<file path="src/rtl/raop_pkg.sv">
// raop_pkg: shared types and constants for the router advertisement option parser
// holds the input/result transaction structs, status codes, byte classes and nd constants
// no dependencies
package raop_pkg;

    // nd protocol constants
    localparam logic [7:0]  ICMP6_TYPE_RA          = 8'd134;
    localparam logic [7:0]  RA_REQ_HOP_LIMIT       = 8'd255;
    localparam logic [7:0]  OPT_TYPE_DNS           = 8'd25;
    localparam logic [7:0]  OPT_TYPE_SRC_LL        = 8'd1;
    localparam int unsigned ND_RA_FLAG_MANAGED_BIT = 7;
    localparam int unsigned ND_RA_FLAG_OTHER_BIT   = 6;
    localparam int unsigned ND_OPT_ALIGN_LOG2      = 3;
    localparam logic [10:0] MAC_ADDR_BYTES         = 11'd6;

    localparam int unsigned RA_HEADER_BYTES   = 16;
    localparam logic [10:0] RDNSS_HEAD_BYTES  = 11'd8;
    localparam logic [10:0] RDNSS_MIN_BYTES   = 11'd24;
    localparam int unsigned IPV6_ADDR_LOG2    = 4;
    localparam logic [10:0] LLADDR_HEAD_BYTES = 11'd2;

    // fixed header byte positions
    localparam int unsigned POS_TYPE    = 0;
    localparam int unsigned POS_CODE    = 1;
    localparam int unsigned POS_FLAGS   = 5;
    localparam int unsigned POS_LIFE_HI = 6;
    localparam int unsigned POS_LIFE_LO = 7;

    // result status codes
    localparam logic [2:0] ST_OK         = 3'd0;
    localparam logic [2:0] ST_SHORT      = 3'd1;
    localparam logic [2:0] ST_NOT_LL     = 3'd2;
    localparam logic [2:0] ST_BAD_TYPE   = 3'd3;
    localparam logic [2:0] ST_BAD_CODE   = 3'd4;
    localparam logic [2:0] ST_ZERO_LIFE  = 3'd5;
    localparam logic [2:0] ST_HOP_LIMIT  = 3'd6;
    localparam logic [2:0] ST_TOO_LONG   = 3'd7;

    typedef enum logic [2:0] {
        CLS_SKIP,
        CLS_TYPE,
        CLS_CODE,
        CLS_FLAGS,
        CLS_LIFE_HI,
        CLS_LIFE_LO,
        CLS_OPTION
    } t_byte_cls;

    typedef enum logic [1:0] {
        SRCH_SEARCHING,
        SRCH_FOUND,
        SRCH_STOPPED
    } t_search;

    typedef struct packed {
        logic [7:0] rx_byte;
        logic       packet_end;
        logic [7:0] hop_limit;
        logic       src_link_local;
    } t_rx_item;

    typedef struct packed {
        logic [2:0]  status;
        logic        managed_flag;
        logic        other_flag;
        logic        options_truncated;
        logic [6:0]  dns_count;
        logic [10:0] dns_offset;
        logic        lladdr_found;
        logic [10:0] lladdr_offset;
        logic [10:0] lladdr_len;
    } t_ra_result;

    // what the front end attaches to each byte
    typedef struct packed {
        t_rx_item  item;
        t_byte_cls cls;
        logic      take;
    } t_fe_tag;

endpackage

</file>
<file path="src/rtl/router_advert_option_parser.sv">
// result path: the byte marked packet_end passes through the byte queue, and the result
//   transaction is written to the output register when the back part pops that byte
// throughput: one byte per cycle while the queue has room; the byte queue lets the front
//   keep taking bytes while a finished result waits in the output register
// reset: synchronous active-low i_rst_n clears position, parse state, queue and output valid
//   at once; no clearing pass
module router_advert_option_parser
    import raop_pkg::*;
#(
    parameter int MAX_PACKET_BYTES = 2048,
    parameter int QUEUE_DEPTH      = 4
) (
    input  logic       i_clk,
    input  logic       i_rst_n,
    // byte input channel
    input  logic       i_in_valid,
    output logic       o_in_ready,
    input  t_rx_item   i_in_data,
    // result output channel
    output logic       o_out_valid,
    input  logic       i_out_ready,
    output t_ra_result o_out_data
);
    // position must reach one past the packet limit to flag overlong messages
    localparam int PW = $clog2(MAX_PACKET_BYTES + 2);
    localparam int QW = $bits(t_fe_tag) + PW;

    logic          fe_push;
    t_fe_tag       fe_tag;
    logic [PW-1:0] fe_pos;

    logic          q_ready;
    logic          q_valid;
    logic [QW-1:0] q_rdata;
    logic          be_pop;
    t_fe_tag       be_tag;
    logic [PW-1:0] be_pos;

    // input transaction is taken whenever the queue has room
    assign o_in_ready = q_ready;

    // front: byte position counter and per-byte classification
    raop_front #(
        .MAX_PACKET_BYTES(MAX_PACKET_BYTES),
        .PW              (PW)
    ) u_front (
        .i_clk    (i_clk),
        .i_rst_n  (i_rst_n),
        .i_valid  (i_in_valid),
        .i_item   (i_in_data),
        .i_q_ready(q_ready),
        .o_push   (fe_push),
        .o_tag    (fe_tag),
        .o_pos    (fe_pos)
    );

    // short queue decoupling classification from the option walk
    raop_fifo #(
        .WIDTH(QW),
        .DEPTH(QUEUE_DEPTH)
    ) u_queue (
        .i_clk  (i_clk),
        .i_rst_n(i_rst_n),
        .i_push (fe_push),
        .i_wdata({fe_tag, fe_pos}),
        .o_ready(q_ready),
        .i_pop  (be_pop),
        .o_rdata(q_rdata),
        .o_valid(q_valid)
    );

    assign be_tag = q_rdata[QW-1:PW];
    assign be_pos = q_rdata[PW-1:0];

    // back: header checks, option walk, result register
    // it only stalls on the final byte of a message while the result register is full and not being taken
    raop_back #(
        .PW(PW)
    ) u_back (
        .i_clk    (i_clk),
        .i_rst_n  (i_rst_n),
        .i_e_valid(q_valid),
        .i_e_tag  (be_tag),
        .i_e_pos  (be_pos),
        .o_pop    (be_pop),
        .o_valid  (o_out_valid),
        .i_ready  (i_out_ready),
        .o_data   (o_out_data)
    );

endmodule

</file>
<file path="src/rtl/raop_fifo.sv">
// raop_fifo: small first-word-fall-through queue between the front and back parts
// flop storage, power-of-two depth; no package dependency
module raop_fifo #(
    parameter int WIDTH = 8,
    parameter int DEPTH = 4
) (
    input  logic             i_clk,
    input  logic             i_rst_n,
    input  logic             i_push,
    input  logic [WIDTH-1:0] i_wdata,
    output logic             o_ready,
    input  logic             i_pop,
    output logic [WIDTH-1:0] o_rdata,
    output logic             o_valid
);
    localparam int AW = (DEPTH > 1) ? $clog2(DEPTH) : 1;

    logic [WIDTH-1:0] r_mem [DEPTH];
    logic [AW-1:0]    r_wr_ptr, n_wr_ptr;
    logic [AW-1:0]    r_rd_ptr, n_rd_ptr;
    logic [AW:0]      r_count, n_count;
    logic             push_ok, pop_ok;

    assign o_ready = (r_count != (AW+1)'(DEPTH));
    assign o_valid = (r_count != '0);
    assign o_rdata = r_mem[r_rd_ptr];
    assign push_ok = i_push && o_ready;
    assign pop_ok  = i_pop && o_valid;

    always_comb begin
        n_wr_ptr = push_ok ? AW'(r_wr_ptr + 1'b1) : r_wr_ptr;
        n_rd_ptr = pop_ok  ? AW'(r_rd_ptr + 1'b1) : r_rd_ptr;
        n_count  = r_count;
        if (push_ok && !pop_ok) begin
            n_count = r_count + 1'b1;
        end else if (pop_ok && !push_ok) begin
            n_count = r_count - 1'b1;
        end
    end

    always_ff @(posedge i_clk) begin
        if (!i_rst_n) begin
            r_wr_ptr <= '0;
            r_rd_ptr <= '0;
            r_count  <= '0;
        end else begin
            r_wr_ptr <= n_wr_ptr;
            r_rd_ptr <= n_rd_ptr;
            r_count  <= n_count;
        end
    end

    always_ff @(posedge i_clk) begin
        if (push_ok) begin
            r_mem[r_wr_ptr] <= i_wdata;
        end
    end

endmodule

</file>
<file path="src/rtl/raop_front.sv">
// raop_front: accepts message bytes, counts position and classifies each byte
// depends on raop_pkg for the transaction and tag types
module raop_front
    import raop_pkg::*;
#(
    parameter int MAX_PACKET_BYTES = 2048,
    parameter int PW = 12
) (
    input  logic          i_clk,
    input  logic          i_rst_n,
    input  logic          i_valid,
    input  t_rx_item      i_item,
    input  logic          i_q_ready,
    output logic          o_push,
    output t_fe_tag       o_tag,
    output logic [PW-1:0] o_pos
);
    localparam logic [PW-1:0] POS_MAX  = PW'(MAX_PACKET_BYTES);
    localparam logic [PW-1:0] POS_OVER = PW'(MAX_PACKET_BYTES + 1);

    logic [PW-1:0] r_pos, n_pos;
    logic          take;
    t_byte_cls     cls;

    assign take   = (r_pos < POS_MAX);
    assign o_push = i_valid && i_q_ready;

    always_comb begin
        if (r_pos == PW'(POS_TYPE)) begin
            cls = CLS_TYPE;
        end else if (r_pos == PW'(POS_CODE)) begin
            cls = CLS_CODE;
        end else if (r_pos == PW'(POS_FLAGS)) begin
            cls = CLS_FLAGS;
        end else if (r_pos == PW'(POS_LIFE_HI)) begin
            cls = CLS_LIFE_HI;
        end else if (r_pos == PW'(POS_LIFE_LO)) begin
            cls = CLS_LIFE_LO;
        end else if (r_pos >= PW'(RA_HEADER_BYTES)) begin
            cls = CLS_OPTION;
        end else begin
            cls = CLS_SKIP;
        end
    end

    assign o_tag.item = i_item;
    assign o_tag.cls  = cls;
    assign o_tag.take = take;
    assign o_pos      = r_pos;

    always_comb begin
        n_pos = r_pos;
        if (o_push) begin
            if (i_item.packet_end) begin
                n_pos = '0;
            end else if (take) begin
                n_pos = r_pos + 1'b1;
            end else begin
                n_pos = POS_OVER;
            end
        end
    end

    always_ff @(posedge i_clk) begin
        if (!i_rst_n) begin
            r_pos <= '0;
        end else begin
            r_pos <= n_pos;
        end
    end

endmodule

</file>
<file path="src/rtl/raop_back.sv">
// raop_back: runs the header checks and option walk on queued bytes, holds the result register
// depends on raop_pkg for types, status codes and nd constants
module raop_back
    import raop_pkg::*;
#(
    parameter int PW = 12
) (
    input  logic          i_clk,
    input  logic          i_rst_n,
    input  logic          i_e_valid,
    input  t_fe_tag       i_e_tag,
    input  logic [PW-1:0] i_e_pos,
    output logic          o_pop,
    output logic          o_valid,
    input  logic          i_ready,
    output t_ra_result    o_data
);
    localparam int CW = (PW > 11) ? PW : 11;
    localparam logic [PW-1:0] START_RESET = PW'(RA_HEADER_BYTES);
    localparam logic [PW-1:0] SHORT_LIMIT = PW'(RA_HEADER_BYTES - 1);

    logic [2:0]    r_hdr_err, n_hdr_err;
    logic [1:0]    r_flags, n_flags;
    logic [PW-1:0] r_opt_start, n_opt_start;
    logic [7:0]    r_opt_kind, n_opt_kind;
    logic [10:0]   r_opt_bytes, n_opt_bytes;
    logic          r_life, n_life;
    t_search       r_dns_st, n_dns_st;
    logic [6:0]    r_dns_cnt, n_dns_cnt;
    logic [10:0]   r_dns_off, n_dns_off;
    t_search       r_ll_st, n_ll_st;
    logic [10:0]   r_ll_off, n_ll_off;
    logic [10:0]   r_ll_len, n_ll_len;
    logic          r_trunc, n_trunc;
    logic          r_out_valid, n_out_valid;
    t_ra_result    r_out, n_out;

    logic [7:0]    b;
    logic          open_err;
    logic          life_v;
    logic          trunc_end;
    logic          ok;
    logic [2:0]    status;
    logic [CW-1:0] pos_cw, start_cw, rel;
    logic [10:0]   rd_span;

    assign o_pop   = i_e_valid && (!i_e_tag.item.packet_end || !r_out_valid || i_ready);
    assign o_valid = r_out_valid;
    assign o_data  = r_out;

    assign b        = i_e_tag.item.rx_byte;
    assign open_err = (r_hdr_err == ST_OK) || (r_hdr_err == ST_HOP_LIMIT);
    assign pos_cw   = CW'(i_e_pos);
    assign start_cw = CW'(r_opt_start);
    assign rel      = pos_cw - start_cw;
    assign rd_span  = r_opt_bytes - RDNSS_HEAD_BYTES;

    always_comb begin
        n_hdr_err   = r_hdr_err;
        n_flags     = r_flags;
        n_opt_start = r_opt_start;
        n_opt_kind  = r_opt_kind;
        n_opt_bytes = r_opt_bytes;
        n_life      = r_life;
        n_dns_st    = r_dns_st;
        n_dns_cnt   = r_dns_cnt;
        n_dns_off   = r_dns_off;
        n_ll_st     = r_ll_st;
        n_ll_off    = r_ll_off;
        n_ll_len    = r_ll_len;
        n_trunc     = r_trunc;
        n_out_valid = r_out_valid;
        n_out       = r_out;
        life_v      = r_life;
        status      = ST_OK;
        trunc_end   = 1'b0;
        ok          = 1'b0;

        if (o_pop && i_e_tag.take) begin
            unique case (i_e_tag.cls)
                CLS_TYPE: begin
                    priority if (!i_e_tag.item.src_link_local) begin
                        n_hdr_err = ST_NOT_LL;
                    end else if (b != ICMP6_TYPE_RA) begin
                        n_hdr_err = ST_BAD_TYPE;
                    end else if (i_e_tag.item.hop_limit != RA_REQ_HOP_LIMIT) begin
                        n_hdr_err = ST_HOP_LIMIT;
                    end else begin
                        n_hdr_err = r_hdr_err;
                    end
                end
                CLS_CODE: begin
                    if (open_err && b != 8'd0) begin
                        n_hdr_err = ST_BAD_CODE;
                    end
                end
                CLS_FLAGS: begin
                    n_flags = {b[ND_RA_FLAG_MANAGED_BIT], b[ND_RA_FLAG_OTHER_BIT]};
                end
                CLS_LIFE_HI: begin
                    n_life = (b != 8'd0);
                end
                CLS_LIFE_LO: begin
                    if (open_err && !r_life && b == 8'd0) begin
                        n_hdr_err = ST_ZERO_LIFE;
                    end
                    n_life = 1'b0;
                end
                CLS_OPTION: begin
                    if (!r_trunc && pos_cw >= start_cw) begin
                        if (rel == CW'(0)) begin
                            n_opt_kind  = b;
                            n_opt_bytes = '0;
                            n_life      = 1'b0;
                        end else if (rel == CW'(1)) begin
                            n_opt_bytes = {b, ND_OPT_ALIGN_LOG2'(0)};
                            if (b == 8'd0) begin
                                n_trunc = 1'b1;
                            end
                        end else begin
                            if (rel >= CW'(4) && rel <= CW'(7) && b != 8'd0) begin
                                life_v = 1'b1;
                            end
                            n_life = life_v;
                            // last byte of this option: record finds, step to next
                            if (r_opt_bytes != '0 && rel == CW'(r_opt_bytes) - CW'(1)) begin
                                if (r_opt_kind == OPT_TYPE_DNS && r_dns_st == SRCH_SEARCHING) begin
                                    if (r_opt_bytes < RDNSS_MIN_BYTES) begin
                                        n_dns_st = SRCH_STOPPED;
                                    end else if (life_v) begin
                                        n_dns_st  = SRCH_FOUND;
                                        n_dns_cnt = 7'(rd_span >> IPV6_ADDR_LOG2);
                                        n_dns_off = 11'(start_cw + CW'(RDNSS_HEAD_BYTES));
                                    end
                                end
                                if (r_opt_kind == OPT_TYPE_SRC_LL
                                    && r_ll_st == SRCH_SEARCHING) begin
                                    if (r_opt_bytes < LLADDR_HEAD_BYTES + MAC_ADDR_BYTES) begin
                                        n_ll_st = SRCH_STOPPED;
                                    end else begin
                                        n_ll_st  = SRCH_FOUND;
                                        n_ll_off = 11'(start_cw + CW'(LLADDR_HEAD_BYTES));
                                        n_ll_len = r_opt_bytes - LLADDR_HEAD_BYTES;
                                    end
                                end
                                n_opt_start = PW'(start_cw + CW'(r_opt_bytes));
                            end
                        end
                    end
                end
                CLS_SKIP: begin
                end
                default: begin
                end
            endcase
        end

        if (o_pop && i_e_tag.item.packet_end) begin
            priority if (!i_e_tag.take) begin
                status = ST_TOO_LONG;
            end else if (i_e_pos < SHORT_LIMIT) begin
                status = ST_SHORT;
            end else begin
                status = n_hdr_err;
            end
            ok        = (status == ST_OK);
            trunc_end = n_trunc || (pos_cw > CW'(n_opt_start));

            n_out.status            = status;
            n_out.managed_flag      = ok && n_flags[1];
            n_out.other_flag        = ok && n_flags[0];
            n_out.options_truncated = ok && trunc_end;
            if (ok && !trunc_end && n_dns_st == SRCH_FOUND) begin
                n_out.dns_count  = n_dns_cnt;
                n_out.dns_offset = n_dns_off;
            end else begin
                n_out.dns_count  = '0;
                n_out.dns_offset = '0;
            end
            if (ok && !trunc_end && n_ll_st == SRCH_FOUND) begin
                n_out.lladdr_found  = 1'b1;
                n_out.lladdr_offset = n_ll_off;
                n_out.lladdr_len    = n_ll_len;
            end else begin
                n_out.lladdr_found  = 1'b0;
                n_out.lladdr_offset = '0;
                n_out.lladdr_len    = '0;
            end
            n_out_valid = 1'b1;

            // message done, back to clean state
            n_hdr_err   = ST_OK;
            n_flags     = '0;
            n_opt_start = START_RESET;
            n_opt_kind  = '0;
            n_opt_bytes = '0;
            n_life      = 1'b0;
            n_dns_st    = SRCH_SEARCHING;
            n_dns_cnt   = '0;
            n_dns_off   = '0;
            n_ll_st     = SRCH_SEARCHING;
            n_ll_off    = '0;
            n_ll_len    = '0;
            n_trunc     = 1'b0;
        end else if (i_ready) begin
            n_out_valid = 1'b0;
        end
    end

    always_ff @(posedge i_clk) begin
        if (!i_rst_n) begin
            r_hdr_err   <= ST_OK;
            r_flags     <= '0;
            r_opt_start <= START_RESET;
            r_opt_kind  <= '0;
            r_opt_bytes <= '0;
            r_life      <= 1'b0;
            r_dns_st    <= SRCH_SEARCHING;
            r_dns_cnt   <= '0;
            r_dns_off   <= '0;
            r_ll_st     <= SRCH_SEARCHING;
            r_ll_off    <= '0;
            r_ll_len    <= '0;
            r_trunc     <= 1'b0;
            r_out_valid <= 1'b0;
        end else begin
            r_hdr_err   <= n_hdr_err;
            r_flags     <= n_flags;
            r_opt_start <= n_opt_start;
            r_opt_kind  <= n_opt_kind;
            r_opt_bytes <= n_opt_bytes;
            r_life      <= n_life;
            r_dns_st    <= n_dns_st;
            r_dns_cnt   <= n_dns_cnt;
            r_dns_off   <= n_dns_off;
            r_ll_st     <= n_ll_st;
            r_ll_off    <= n_ll_off;
            r_ll_len    <= n_ll_len;
            r_trunc     <= n_trunc;
            r_out_valid <= n_out_valid;
        end
    end

    always_ff @(posedge i_clk) begin
        r_out <= n_out;
    end

endmodule

</file>
<file path="config.mk">
export PLATFORM = sky130hd
export DESIGN_NAME = router_advert_option_parser
export DESIGN_NICKNAME = d
export VERILOG_FILES = /design/src/rtl/raop_pkg.sv /design/src/rtl/router_advert_option_parser.sv /design/src/rtl/raop_fifo.sv /design/src/rtl/raop_front.sv /design/src/rtl/raop_back.sv
export SDC_FILE = /design/constraint.sdc
export NUM_CORES = 1
export LEC_CHECK = 0
export BUFFER_PORTS_ARGS = -buffer_cell sky130_fd_sc_hd__buf_2
export CORE_MARGIN = 10
export CORE_UTILIZATION = 35
export CTS_BUF_LIST = sky130_fd_sc_hd__clkbuf_8
export DETAILED_ROUTE_END_ITERATION = 10
export PLACE_DENSITY = 0.6
export SYNTH_ARGS = -nofsm -noshare
export SYNTH_HDL_FRONTEND = slang
export SYNTH_SLANG_ARGS = --single-unit
</file>
<file path="constraint.sdc">
create_clock -name i_clk -period 6.9 [get_ports i_clk]
set_input_delay 0.69 -clock i_clk [delete_from_list [all_inputs] [get_ports i_clk]]
set_output_delay 0.69 -clock i_clk [all_outputs]
set_load 0.01 [all_outputs]
</file>
Word level (Yosys, flattened, before mapping)

Memories as Yosys holds them, arrays and structs flattened. A register that Yosys moved wholly into a read port is not among the register bits.
Index checks and enable logic that the tools add are counted.

Flip-flop bits (word level): 149
Bits in latches: 0
Bits in writable memories: 136
Memory bits (read-only): 0
Input port bits: 22
Output and inout port bits: 49
Word-level logic and storage cells: 228
Memories kept: 1

Add/subtract/negate cells: 12
$mul: 0
Divide/modulo/power cells: 0
Order comparisons: 9
Equality and inequality tests: 22
Shift operators: 0
Muxes and demuxes: 104
Bitwise logic cells: 1
Reduce and logical (&&, ||, !) cells: 52

Memories:

| memory        | words | width | read ports | clocked after memory_dff | wr ports | RTL line        | RTL |
|---|---|---|---|---|---|---|---|
| u_queue.r_mem | 4     | 34    | 1          | 1                        | 1        | raop_fifo.sv:18 | `logic [WIDTH-1:0] r_mem [DEPTH];` |

Operator list:

| operator                                                                | number |
|---|---|
| 11-bit 2-to-1 mux                                                       | 27 |
| 12-bit 2-to-1 mux                                                       | 8 |
| 7-bit 2-to-1 mux                                                        | 9 |
| 3-bit 2-to-1 mux                                                        | 17 |
| 2-bit 2-to-1 mux                                                        | 21 |
| 12-bit by 3-bit equality test with 1-bit output (second input constant) | 3 |
| 12-bit by 1-bit equality test with 1-bit output (second input constant) | 2 |
| 12-bit logical NOT                                                      | 2 |
| 1-bit logical AND                                                       | 23 |
| 23-bit 2-to-1 mux                                                       | 1 |
| 1-bit 2-to-1 mux                                                        | 19 |
| 8-bit != test (second input constant)                                   | 2 |
| 12-bit by 1-bit adder with 12-bit output (second input constant)        | 1 |
| 12-bit by 11-bit adder with 12-bit output                               | 1 |
| 12-bit equality test                                                    | 1 |
| 3-bit equality test (second input constant)                             | 4 |
| 12-bit >= comparator                                                    | 1 |
| 12-bit by 3-bit >= comparator with 1-bit output (second input constant) | 1 |
| 12-bit by 5-bit >= comparator with 1-bit output (second input constant) | 1 |
| 12-bit greater-than comparator                                          | 1 |
| 12-bit by 3-bit <= comparator with 1-bit output (second input constant) | 1 |
| 12-bit < comparator (second input constant)                             | 1 |
| 12-bit by 4-bit < comparator with 1-bit output (second input constant)  | 1 |
| 4-bit AND reduction                                                     | 3 |
| 32 further kinds                                                        | 49 |

Longest topological paths before layout

Gate-level depths: netlist of the first run.

Depth after elaboration: 21
Mapped depth: 26
Gate-level depth less buffers: 21

By module

From an unflattened synthesis of the first run, not the netlist that was laid out.

Cell total of the unflattened synthesis: 984
Area, all modules: 12,693.4 um2

Modules (own cells, without submodules):

| module     | times used | cells each | area an instance (um2) | seq. area each (um2) |
|---|---|---|---|---|
| raop_back  | 1          | 651        | 6,377.4                | 2,952.8 |
| raop_fifo  | 1          | 226        | 5,450.2                | 4,264.1 |
| raop_front | 1          | 107        | 865.8                  | 240.2 |

Worst setup path after synthesis of the first run

No wires, ideal clock.

Kind: flip-flop to flip-flop
Start point: register with a tool-made name
End point: register u_back.r_out (netlist bit u_back.o_data[23]), data pin
Arrival: 5.755 ns
Data required time: 6.743 ns
Path slack: 0.988 ns
Stages on the path, launching flop included: 24
Buffers on the path: 5
Clock period less this slack: 5.912 ns
Cell sequence: dfxtp_1 > buf_6 > buf_4 > buf_4 > mux4_2 > fa_1 > a211oi_1 > nor2_1 > xnor3_1 > o2111ai_1 > a2111o_1 > nor2_1 > buf_1 > mux2i_1 > ha_1 > nor2b_1 > o21a_1 > o21ai_0 > a211o_1 > a31oi_1 > nor2_1 > nand3_2 > buf_2 > nor3_1

RTL lines:

| element              | RTL line         | RTL |
|---|---|---|
| to (signal assigned) | raop_back.sv:245 | `r_out <= n_out;` |
| to (decl)            | raop_back.sv:36  | `t_ra_result r_out, n_out;` |

==> results of run 1 <==
worst max-delay path: stages (launching register included):
cell      delay [ns]
dfxtp_2         0.54
mux4_2          0.63
fa_1            0.48
a211oi_1        0.55
nor4b_1         0.12
nor4_1          0.57
xnor2_1         0.16
a21o_1          0.26
nor2_1          0.41
mux2i_1         0.47
ha_1            0.33
a21oi_1         0.17
nor2b_1         0.06
o211ai_1        0.24
a31oi_1         0.13
nor2_1          0.21
nand3_2         0.47
a211oi_1        0.39
final timing paths:
kind                          end  slack, ns  depth (start not counted)
min reg2reg  u_back.r_dns_off[10]       0.45                          2
max             u_back.o_data[39]       0.49                         17
max reg2reg     u_back.o_data[39]       0.49                         17
min          u_queue.r_mem[2][27]       0.35                          1
layout make-up:
cell class | count | area share, %
repair buffers | 84 | 3.192
multi-input cells | 656 | 33.10
clock inverters | 30 | 1.008
flip-flops and latches | 281 | 52.27
clock buffers | 55 | 5.305
well taps | 461 | 4.042
inverters | 41 | 1.079
routing by layer:
| layer | share of wire, % | vias to the layer above | wire, microns | GRT usage, % |
|---|---|---|---|---|
| met2 | 47 | 217 | 13690 | 20.58 |
| met4 | 2.1 | 0 | 603 | 3.622 |
| met5 | 0 | - | 0 | 0 |
| li1 | - | 3974 | - | - |
| met1 | 46 | 4031 | 13290 | 17.17 |
| met3 | 5.3 | 53 | 1539 | 2.729 |
sequential cells by signal, indices dropped and copies added (netlist names), named ones only:
register and cells:
u_front.o_pos 12, u_back.r_opt_start 9, u_back.r_ll_len 11, u_queue.r_count 3, u_back.r_opt_kind 8, u_back.r_flags 2, u_back.r_ll_st 2, u_back.r_dns_off 11
u_back.r_opt_bytes 8, u_queue.r_mem 136, u_back.r_dns_cnt 7, u_back.r_trunc 1, u_back.o_valid 1, u_queue.r_wr_ptr 2, u_back.o_data 47, u_back.r_hdr_err 3
u_back.r_life 1, u_queue.r_rd_ptr 2, u_back.r_ll_off 11, u_back.r_dns_st 2
through the flow:
| step | hold slack [ns] | power [W] | setup WS, ns |
|---|---|---|---|
| floorplan | 0.4319 | 0.003167 | 0.9879 |
| global placement | 0.4383 | 0.003620 | 0.6345 |
| detailed placement | 0.4458 | 0.003634 | 0.5286 |
| CTS | 0.3196 | 0.005026 | 0.4809 |
| global route | 0.3352 | 0.005251 | 0.01039 |
| finish | 0.3495 | 0.004971 | 0.4895 |
power by group through the flow:
stage / Clock [W] / Sequential, W / Combinational (W)
floorplan: 0 / 0.00220 / 0.000968
global placement: 0 / 0.00215 / 0.00147
detailed placement: 0 / 0.00216 / 0.00147
CTS: 0.00142 / 0.00212 / 0.00148
global route: 0.00150 / 0.00214 / 0.00161
finish: 0.00138 / 0.00212 / 0.00147
kinds of logic (layout without fill, tap and decap cells):
logic type | Yosys count | count (layout) | synth area share (%)
AO/OA/AOI/OAI | 175 | 175 | 9.345
flip-flops | 281 | 281 | 59.50
AND/OR/NAND/NOR | 346 | 346 | 14.11
buffers and inverters | 85 | 210 | 2.915
adder cells (fa/ha/maj) | 41 | 41 | 4.273
multiplexers | 55 | 55 | 6.909
XOR/XNOR | 39 | 39 | 2.945
synth_stat cells, types with 15 or more instances:
master,count,share of area [%]
edfxtp_1,183,44
dfxtp_1,98,16
nand2_1,87,2.6
nor2_1,86,2.6
a21oi_1,65,2.6
inv_1,41,1.2
ha_1,38,3.8
clkbuf_1,30,0.90
o21ai_0,30,1.2
mux2i_1,28,2.2
nand3_1,27,1.1
nor3_1,26,1.0
mux4_2,25,4.5
xnor2_1,22,1.5
nand4_1,17,0.85
xor2_1,15,1.0
==> key figures, run 1 <==
Global routing
  – Gr usage total: approximately 13%
  – Global route overflow: 0
  – Vias in the first global route: ~8.1k
  – First-pass GRT wire length: ~46000 microns
  – Initial antenna violation count: 0
  – Largest net degree at the start of global routing: 60

Clock network
  – Clock Tree Root: clkbuf_8
  – Cts hold-fix bufs: 0
  – CTS Buf Count: between 40 and 50
  – Clock slew at reported path FFs: around 0.060 ns
  – Worst skew pair latency: between 0.5 and 0.6 ns
  – Clock Path Buffers: 3
  – Post-CTS Setup Bufs: 0
  – H-tree Lvls: 2
  – CTS Sinks: about 280
  – CTS tree: built
  – Resized cells post-CTS: 0

Power
  – P_sw: 0.001671 W
  – Switching share of total power: between 30% and 40%
  – Cell Pwr Density: around 350 nW/um^2
  – Combinational power share: between 20% and 30%
  – Flop pwr share: between 40% and 50%
  – Max VDD drop: around 0.23 mV
  – Power Internal: between 0.003 and 0.004 W
  – Clk pwr share: between 20 and 30%
  – Pleak: a little over 5 nW

Route
  – Vias/cell: between 5 and 6
  – Average wire per standard cell: roughly 18 microns
  – DRT Wirelength: 29120 microns
  – DRT iter0 DRCs: about 560
  – Routed Antenna Nets: 0
  – DRC: 0
  – Drt first pass iters: 5
  – Via count: between 8k and 9k

Cells and area
  – Layout Utilization: 40.21%
  – Area growth, synth to finish: 13.86%
  – Most common cell after layout, fill and taps aside: edfxtp_1
  – Fillers: about 3.4k
  – Most frequent cells in the layout: 183 x edfxtp_1, 97 x dfxtp_1, 86 x nor2_1, 86 x nand2_1, 70 x buf_2
  – Area of the multi-input gates: about 4700 sq um
  – Antenna cells: 0
  – Share of cells above drive strength 1: between 10% and 20%
  – # nets final: between 1k and 1.5k
  – Register area: around 7500 sq um
  – Final Cell Area: ~14000 sq um
  – Fin cells: about 1.6k

Synthesis
  – Distinct cell type count after synthesis: between 70 and 80
  – Avg Synthesized Cell Area: 12.26 sq um
  – Post-synth top flop: edfxtp_1
  – Mapped Area: between 10000 and 15000 sq um
  – Post-synth EDFFs: about 180
  – Syn Inst Count: approximately 1.0k
  – Post-synthesis net count: 1085
  – Ys Warns: 0
  – Register area share after synthesis: just under 60%
  – Synth async-reset ratio: 0%
  – Post-synthesis register bit count: between 200 and 300

Placement
  – Detailed-placement wirelength estimate: ~20000 microns
  – # placed instances: approximately 1.5k
  – GPL Wtd Cong: approximately 0.90
  – Placed Area: approximately 13000 sq um
  – PortBufs: 70

Critical path
  – Crit path capture type: flip-flop
  – CP required: ~7.3 ns
  – WS Path Type: flip-flop to flip-flop
  – Worst Path Max Fanout: 18
  – CP startpoint kind: flip-flop
  – WP data arrival: a little under 7 ns

Floorplan
  – Die Height: between 200 and 250 microns
  – Die X: 209.2 microns
  – Initial Util: around a third
  – Core footprint: 35480 sq um
  – Rows: 69
  – I/O pin total: 71
  – Die ar.: around 44000 sq um

Timing
  – RSZ-0062 raised after global routing: false
  – Final min period: between 6 and 7 ns
  – Max-slew headroom: between 10% and 20%
  – Fin crit share: between 90 and 100%
  – Fin. Hold Viols: 0
  – FMAX: 156.0 MHz
  – Slew @ Worst Pin: 1.239 ns
  – Setup Skew: roughly 0.042 ns
  – Pins Over Slew Limit: 0
  – # setup viols final: 0
  – Fin Setup TNS: 0 ns

Worst hold path
  – HP Class: input port to flip-flop
  – Hold path startpoint: i_in_data[11]

Outcome
  – Run status: completed

Flow run
  – Maxcap violations: 0
Power figures use the tool's default switching activity.
==> run 2, diff against run 1 <==
SETUP_SLACK_MARGIN = 0.5   (was default)
==> run 2 against run 1 <==
  * Clock skew is essentially flat
  * Utilization is essentially flat
  * Critical path type unchanged
  * Register-to-register slack gained 0.42 ns
  * Via count shrank 0.29%
  * Global-route usage is essentially flat
  * Sequential power is essentially flat
  * Combinational power is essentially flat
  * Maximum frequency grew 7.1%
  * Sequential cell count is the same
  * Die area is the same
  * Setup slack gained 0.42 ns
  * Design area grew 0.11%
==> key figures, run 2 (synthesis results as in run 1) <==
Power
  – Cell Pwr Density: 349.0 nW/um^2
  – Power Internal: approximately 0.0033 W
  – Clk pwr share: between 20% and 30%
  – Max VDD drop: 0.2242 mV
  – P_sw: approximately 0.0017 W
  – Switching share of total power: between 30% and 40%
  – Flop pwr share: a little over two fifths
  – Combinational power share: between 20% and 30%
  – Pleak: 5.083 nW

Route
  – Drt first pass iters: 5
  – Average wire per standard cell: between 15 and 20 microns
  – DRT iter0 DRCs: 525
  – Routed Antenna Nets: 0
  – DRT Wirelength: a little under 30000 microns
  – Via count: 8251
  – DRC: 0
  – Vias/cell: ~5

Timing
  – # setup viols final: 0
  – Fin Setup TNS: 0 ns
  – Final min period: 5.988 ns
  – Pins Over Slew Limit: 0
  – Fin. Hold Viols: 0
  – Slew @ Worst Pin: 1.258 ns
  – RSZ-0062 raised after global routing: false
  – FMAX: roughly 170 MHz
  – Fin crit share: a little under 90%
  – Setup Skew: 0.04146 ns
  – Hold slack: 0.3481 ns
  – Max-slew headroom: between 15 and 20%

Clock network
  – CTS tree: built
  – Post-CTS Setup Bufs: 0
  – Clock Tree Root: clkbuf_8
  – Clock slew at reported path FFs: about 0.060 ns
  – Clock Path Buffers: 3
  – CTS Buf Count: 46
  – CTS Sinks: around 280
  – Worst skew pair latency: roughly 0.57 ns
  – H-tree Lvls: 2

Global routing
  – First-pass GRT wire length: ~46000 microns
  – Global route overflow: 0
  – Initial antenna violation count: 0
  – Largest net degree at the start of global routing: 60
  – Vias in the first global route: about 8k
  – Gr usage total: 12.84%

Floorplan
  – Core footprint: 35480 sq um
  – Rows: 69
  – Initial Util: about a third
  – Die X: approximately 210 microns
  – I/O pin total: roughly 70
  – Die ar.: 43780 sq um
  – Die Height: 209.2 microns

Worst hold path
  – HP Class: input port to flip-flop
  – Hold path startpoint: i_in_data[11]

Cells and area
  – Share of cells above drive strength 1: around 18%
  – Most frequent cells in the layout: 183 x edfxtp_1, 97 x dfxtp_1, 86 x nand2_1
  – Register area: about 7500 sq um
  – Fillers: about 3.4k
  – Area growth, synth to finish: 13.98%
  – Max reg flops: about 140
  – Biggest register: u_queue.r_mem
  – # nets final: roughly 1.2k
  – Area of the multi-input gates: 4738 sq um
  – Antenna cells: 0
  – Most common cell after layout, fill and taps aside: edfxtp_1

Critical path
  – WS Path Type: flip-flop to flip-flop
  – Crit path capture type: flip-flop
  – WP data arrival: 6.34 ns
  – CP startpoint kind: flip-flop
  – CP required: a little over 7 ns
  – Worst Path Max Fanout: 21

Placement
  – PortBufs: 70
  – Detailed-placement wirelength estimate: a little under 20000 microns
  – GPL Wtd Cong: 0.8986

Outcome
  – Run status: completed

Flow run
  – Maxcap violations: 0
-- run 2: repair_timing --
item	4_1_cts	5_1_grt
gates resized for setup	1	2
hold endpoints to repair	0	0
hold buffers	0	0
endpoints found under the setup margin	3	41
-- run 2: layout make-up --
cell class              instances  area share, %
repair buffers                 84          3.189
flip-flops and latches        281          52.22
clock inverters                30          1.007
multi-input cells             656          33.17
inverters                      41          1.077
clock buffers                  55          5.300
well taps                     461          4.038
-- run 2: power by group through the flow --
stage	sequential, W	clock [W]	combinational [W]
2_1_floorplan	0.00220	0	0.000968
3_3_place_gp	0.00215	0	0.00147
3_5_place_dp	0.00216	0	0.00147
4_1_cts	0.00212	0.00142	0.00149
5_1_grt	0.00214	0.00150	0.00162
6_report	0.00212	0.00138	0.00148
-- run 2: worst max-delay path, cell delays in order (launching register included) --
cell and delay (ns):
dfxtp_2 0.54, mux4_2 0.63, fa_1 0.49, a211oi_2 0.37
nor4b_1 0.10, nor4_1 0.61, xnor2_1 0.17, a21o_1 0.27
or2_1 0.29, buf_4 0.23, a21oi_1 0.37, ha_1 0.32
nor2b_1 0.14, o211ai_1 0.22, a31oi_1 0.12, nor2_1 0.25
nand3_4 0.31, a211oi_1 0.33
-- run 2: final timing paths --
| check | slack [ns] | endpoint | depth (start not counted) |
|---|---|---|---|
| max reg2reg | 0.91 | u_back.o_data[39] | 17 |
| min | 0.35 | u_queue.r_mem[2][27] | 1 |
| min reg2reg | 0.45 | u_back.r_dns_off[10] | 2 |
| max | 0.91 | u_back.o_data[39] | 17 |
-- run 2: metal layers --
metal  vias to the layer above  global-route usage, %  wire [microns]
met4                         0                  3.622             633
li1                       3976                      -               -
met1                      4006                  17.17           13290
met2                       215                  20.57           13660
met5                         -                      0               0
met3                        54                  2.729            1567
-- run 2: through the flow --
| step | std cells | utilization [%] | power (W) | setup slack [ns] | instance area, sq um |
|---|---|---|---|---|---|
| finish | 1608 | 40.26 | 0.004985 | 0.9125 | 14280 |
| global route | 1608 | 40.26 | 0.005263 | 0.5285 | 14280 |
| CTS | 1608 | 40.23 | 0.005034 | 0.6532 | 14280 |
| detailed placement | 1523 | 37.67 | 0.003634 | 0.5286 | 13370 |
| global placement | 1523 | 37.67 | 0.003620 | 0.6345 | 13370 |
| floorplan | 1022 | - | 0.003167 | 0.9879 | 12530 |
==> run 3, diff against run 2 <==
SLEW_MARGIN = 5   (was default)
SYNTH_HIERARCHICAL = 1   (was default)
==> run 3 against run 2 <==
  * Total power shrank 1.9%
  * Sequential share of layout area fell by 0.11 points
  * Via count fell by 2.3%
  * Synthesized area up 1.3%
  * Die area is 1.2% higher
  * Highest routed layer unchanged
  * Routed wire length decreased by 4.8%
  * Design area is 0.25% higher
  * Setup slack worse by 0.011 ns
  * First-iteration DRC count is 13% lower
==> key figures, run 3 <==
Route
  – DRT Wirelength: 27750 microns
  – DRT iter0 DRCs: approximately 460
  – Average wire per standard cell: 17.75 microns
  – Drt first pass iters: 5
  – Vias/cell: 5.156
  – DRC: 0
  – Routed Antenna Nets: 0
  – Via count: roughly 8k

Timing
  – Fin. Hold Viols: 0
  – FMAX: about 170 MHz
  – Hold slack: just over 0.3 ns
  – # setup viols final: 0
  – Fin Setup TNS: 0 ns
  – RSZ-0062 raised after global routing: false
  – Fin crit share: between 80% and 90%
  – Final min period: 5.998 ns
  – Slew @ Worst Pin: between 1 and 1.5 ns
  – Pins Over Slew Limit: 0
  – Max-slew headroom: 28.55%
  – Setup Skew: between 0.04 and 0.05 ns

Worst hold path
  – Hold path endpoint: u_queue/r_mem[0][20]
  – Hold depth: 1
  – Hold path startpoint: i_in_data[4]
  – HP Class: input port to flip-flop

Power
  – Cell Pwr Density: around 340 nW/um^2
  – Max VDD drop: ~0.22 mV
  – Pleak: between 5 and 6 nW

Critical path
  – Critical-path cell list: mux4_2 > inv_1 > ha_1 > inv_1 > fa_1 > a211o_1 > o21ai_0 > xnor3_1 > and3_1 > nand4_1 > a211oi_1 > xnor2_1 > ha_1 > nand2_1 > or3_1 > o21ai_0 > o211a_1 > or4b_4 > nor2_1
  – Worst Path Buf+Inv: 2
  – R2R depth: 19
  – CP startpoint kind: flip-flop
  – R2R Setup Slk: between 0.9 and 1 ns
  – WP data arrival: between 6 and 7 ns
  – WS Path Type: flip-flop to flip-flop
  – CP required: ~7.3 ns
  – Slowest-stage cell, CP: dfxtp_1
  – Worst path top cell family by delay: simple AND/OR/NAND/NOR gates
  – Crit path capture type: flip-flop
  – Worst Path Max Fanout: 18
  – Worst r2r dst: u_back/o_data[27]
  – Largest stage delay on the critical path: between 0.6 and 0.7 ns

Global routing
  – Largest net degree at the start of global routing: 70
  – Global route overflow: 0
  – Initial antenna violation count: 0
  – Vias in the first global route: 7927
  – First-pass GRT wire length: around 44000 microns
  – Gr usage total: between 10% and 20%

Synthesis
  – Ys Warns: 6
  – Post-synth top flop: edfxtp_1
  – Mapped Area: 12690 sq um
  – Post-synth EDFFs: about 180
  – Post-Synth XOR/XNOR Area: ~2.7%
  – Syn Inst Count: between 900 and 1k
  – Post-synthesis mux area share: 10.28%
  – Cell taking the most area after synthesis: edfxtp_1
  – Top cell type's share of synthesized area: 43.29%
  – Register area share after synthesis: between 50 and 60%
  – Compound-gate portion of the synthesized area: under 10%
  – Area contributors post-synth: edfxtp_1 43%, dfxtp_1 15%, mux4_2 5.3%, nor2_1 3.9%, mux2i_1 3.9%
  – Largest family of logic cells by synthesized area: simple AND/OR/NAND/NOR gates
  – Simple-gate share of the synthesized area: 13.00%
  – Avg Synthesized Cell Area: about 13 sq um
  – Post-synthesis net count: approximately 1.0k
  – Top cell types by occurrence after synthesis: 183 x edfxtp_1, 133 x nor2_1, 98 x dfxtp_1, 49 x mux2i_1, 42 x nand2_1
  – Adder-Cell Fraction of Synth Area: between 4 and 5%
  – Most common cell in the synthesized netlist: edfxtp_1
  – Synth async-reset ratio: 0%
  – Post-synthesis register bit count: 281
  – Distinct cell type count after synthesis: 73

Outcome
  – Run status: completed

Clock network
  – Clock Path Buffers: 3
  – H-tree Lvls: 2
  – Clock slew at reported path FFs: approximately 0.060 ns
  – CTS tree: built
  – CTS Buf Count: 46
  – Post-CTS Setup Bufs: 0
  – Worst skew pair latency: ~0.60 ns
  – Clock Tree Root: clkbuf_8
  – Resized cells post-CTS: 1
  – CTS Sinks: roughly 280
  – Cts hold-fix bufs: 0

Floorplan
  – Die X: 210.4 microns
  – Rows: between 60 and 70
  – I/O pin total: a little over 70
  – Core footprint: between 30000 and 40000 sq um
  – Initial Util: between 30 and 40%
  – Die ar.: about 44000 sq um
  – Die Height: between 200 and 250 microns

Cells and area
  – Biggest register: u_queue/r_mem
  – Fillers: between 3k and 4k
  – Antenna cells: 0
  – # nets final: around 1.1k
  – Most frequent cells in the layout: 183 x edfxtp_1, 133 x nor2_1, 97 x dfxtp_1
  – Share of cells above drive strength 1: between 15 and 20%
  – Area growth, synth to finish: 12.80%
  – Register area: about 7500 sq um
  – Max reg flops: around 140
  – Most common cell after layout, fill and taps aside: edfxtp_1
  – Final Cell Area: approximately 14000 sq um
  – Area of the multi-input gates: 4756 sq um
  – Layout Utilization: between 40 and 50%

Placement
  – Placed Area: roughly 13000 sq um
  – Detailed-placement wirelength estimate: 18860 microns
  – GPL Wtd Cong: between 0.8 and 0.9
  – PortBufs: 70

Flow run
  – Maxcap violations: 0
==> run 3: cell count changes in the layout (fill, tap and decap cells not counted), moves of 10 or more <==
| cell | change |
|---|---|
| nor2_1 | +48 |
| nand3_1 | -10 |
| a21oi_1 | -36 |
| mux2i_1 | +21 |
| nand2_1 | -45 |
| nor3_2 | -11 |
==> run 3: cells by family (layout without fill, tap and decap cells) <==
logic type               Yosys count  after routing
AO/OA/AOI/OAI                    130            130
XOR/XNOR                          34             34
adder cells (fa/ha/maj)           41             41
buffers and inverters             88            206
flip-flops                       281            281
multiplexers                      86             86
AND/OR/NAND/NOR                  324            324
==> run 3: layer usage <==
| metal | GRT usage (%) | vias up | wire length, microns |
|---|---|---|---|
| met5 | 0 | - | 0 |
| met4 | 4.321 | 0 | 546 |
| met3 | 2.819 | 43 | 1619 |
| met2 | 19.77 | 221 | 13000 |
| met1 | 16.06 | 3950 | 12580 |
| li1 | - | 3845 | - |
==> run 3: power breakdown <==
part	total, W	switching (W)	internal (W)
combinational	0.00131	0.000816	0.000493
clock	0.00146	0.000666	0.000796
sequential	0.00212	0.0000814	0.00204
==> run 3: worst max path at each step <==
stage	to	slack [ns]	cells past startpoint
2_1_floorplan	u_back/o_data[40]	1.29	23
4_1_cts	u_back/o_data[32]	0.71	22
5_1_grt	u_back/o_data[27]	0.59	19
6_report	u_back/o_data[27]	0.90	19
3_3_place_gp	u_back/o_data[24]	0.73	22
3_5_place_dp	u_back/o_data[32]	0.54	22
==> run 3: stage by stage <==
stage / setup WS (ns) / power [W] / cells
5_1_grt: 0.5887 / 0.005176 / 1563
6_report: 0.9016 / 0.004892 / 1563
4_1_cts: 0.7111 / 0.004963 / 1563
2_1_floorplan: 1.294 / 0.003089 / 984
3_3_place_gp: 0.7316 / 0.003459 / 1477
3_5_place_dp: 0.5430 / 0.003475 / 1477
==> run 3: final cells by class <==
cell class / count / share of cell area [%]
clock buffers: 47 / 4.518
clock inverters: 39 / 2.010
inverters: 36 / 0.9437
multi-input cells: 615 / 33.21
flip-flops and latches: 281 / 52.11
well taps: 461 / 4.028
repair buffers: 84 / 3.181
==> run 3: worst reg2reg max path: stages (launching register included) <==
cell,delay [ns]
dfxtp_1,0.62
mux4_2,0.41
inv_1,0.10
ha_1,0.16
inv_1,0.06
fa_1,0.42
a211o_1,0.30
o21ai_0,0.19
xnor3_1,0.31
and3_1,0.16
nand4_1,0.42
a211oi_1,0.54
xnor2_1,0.14
ha_1,0.31
nand2_1,0.08
or3_1,0.36
o21ai_0,0.15
o211a_1,0.27
or4b_4,0.62
nor2_1,0.18
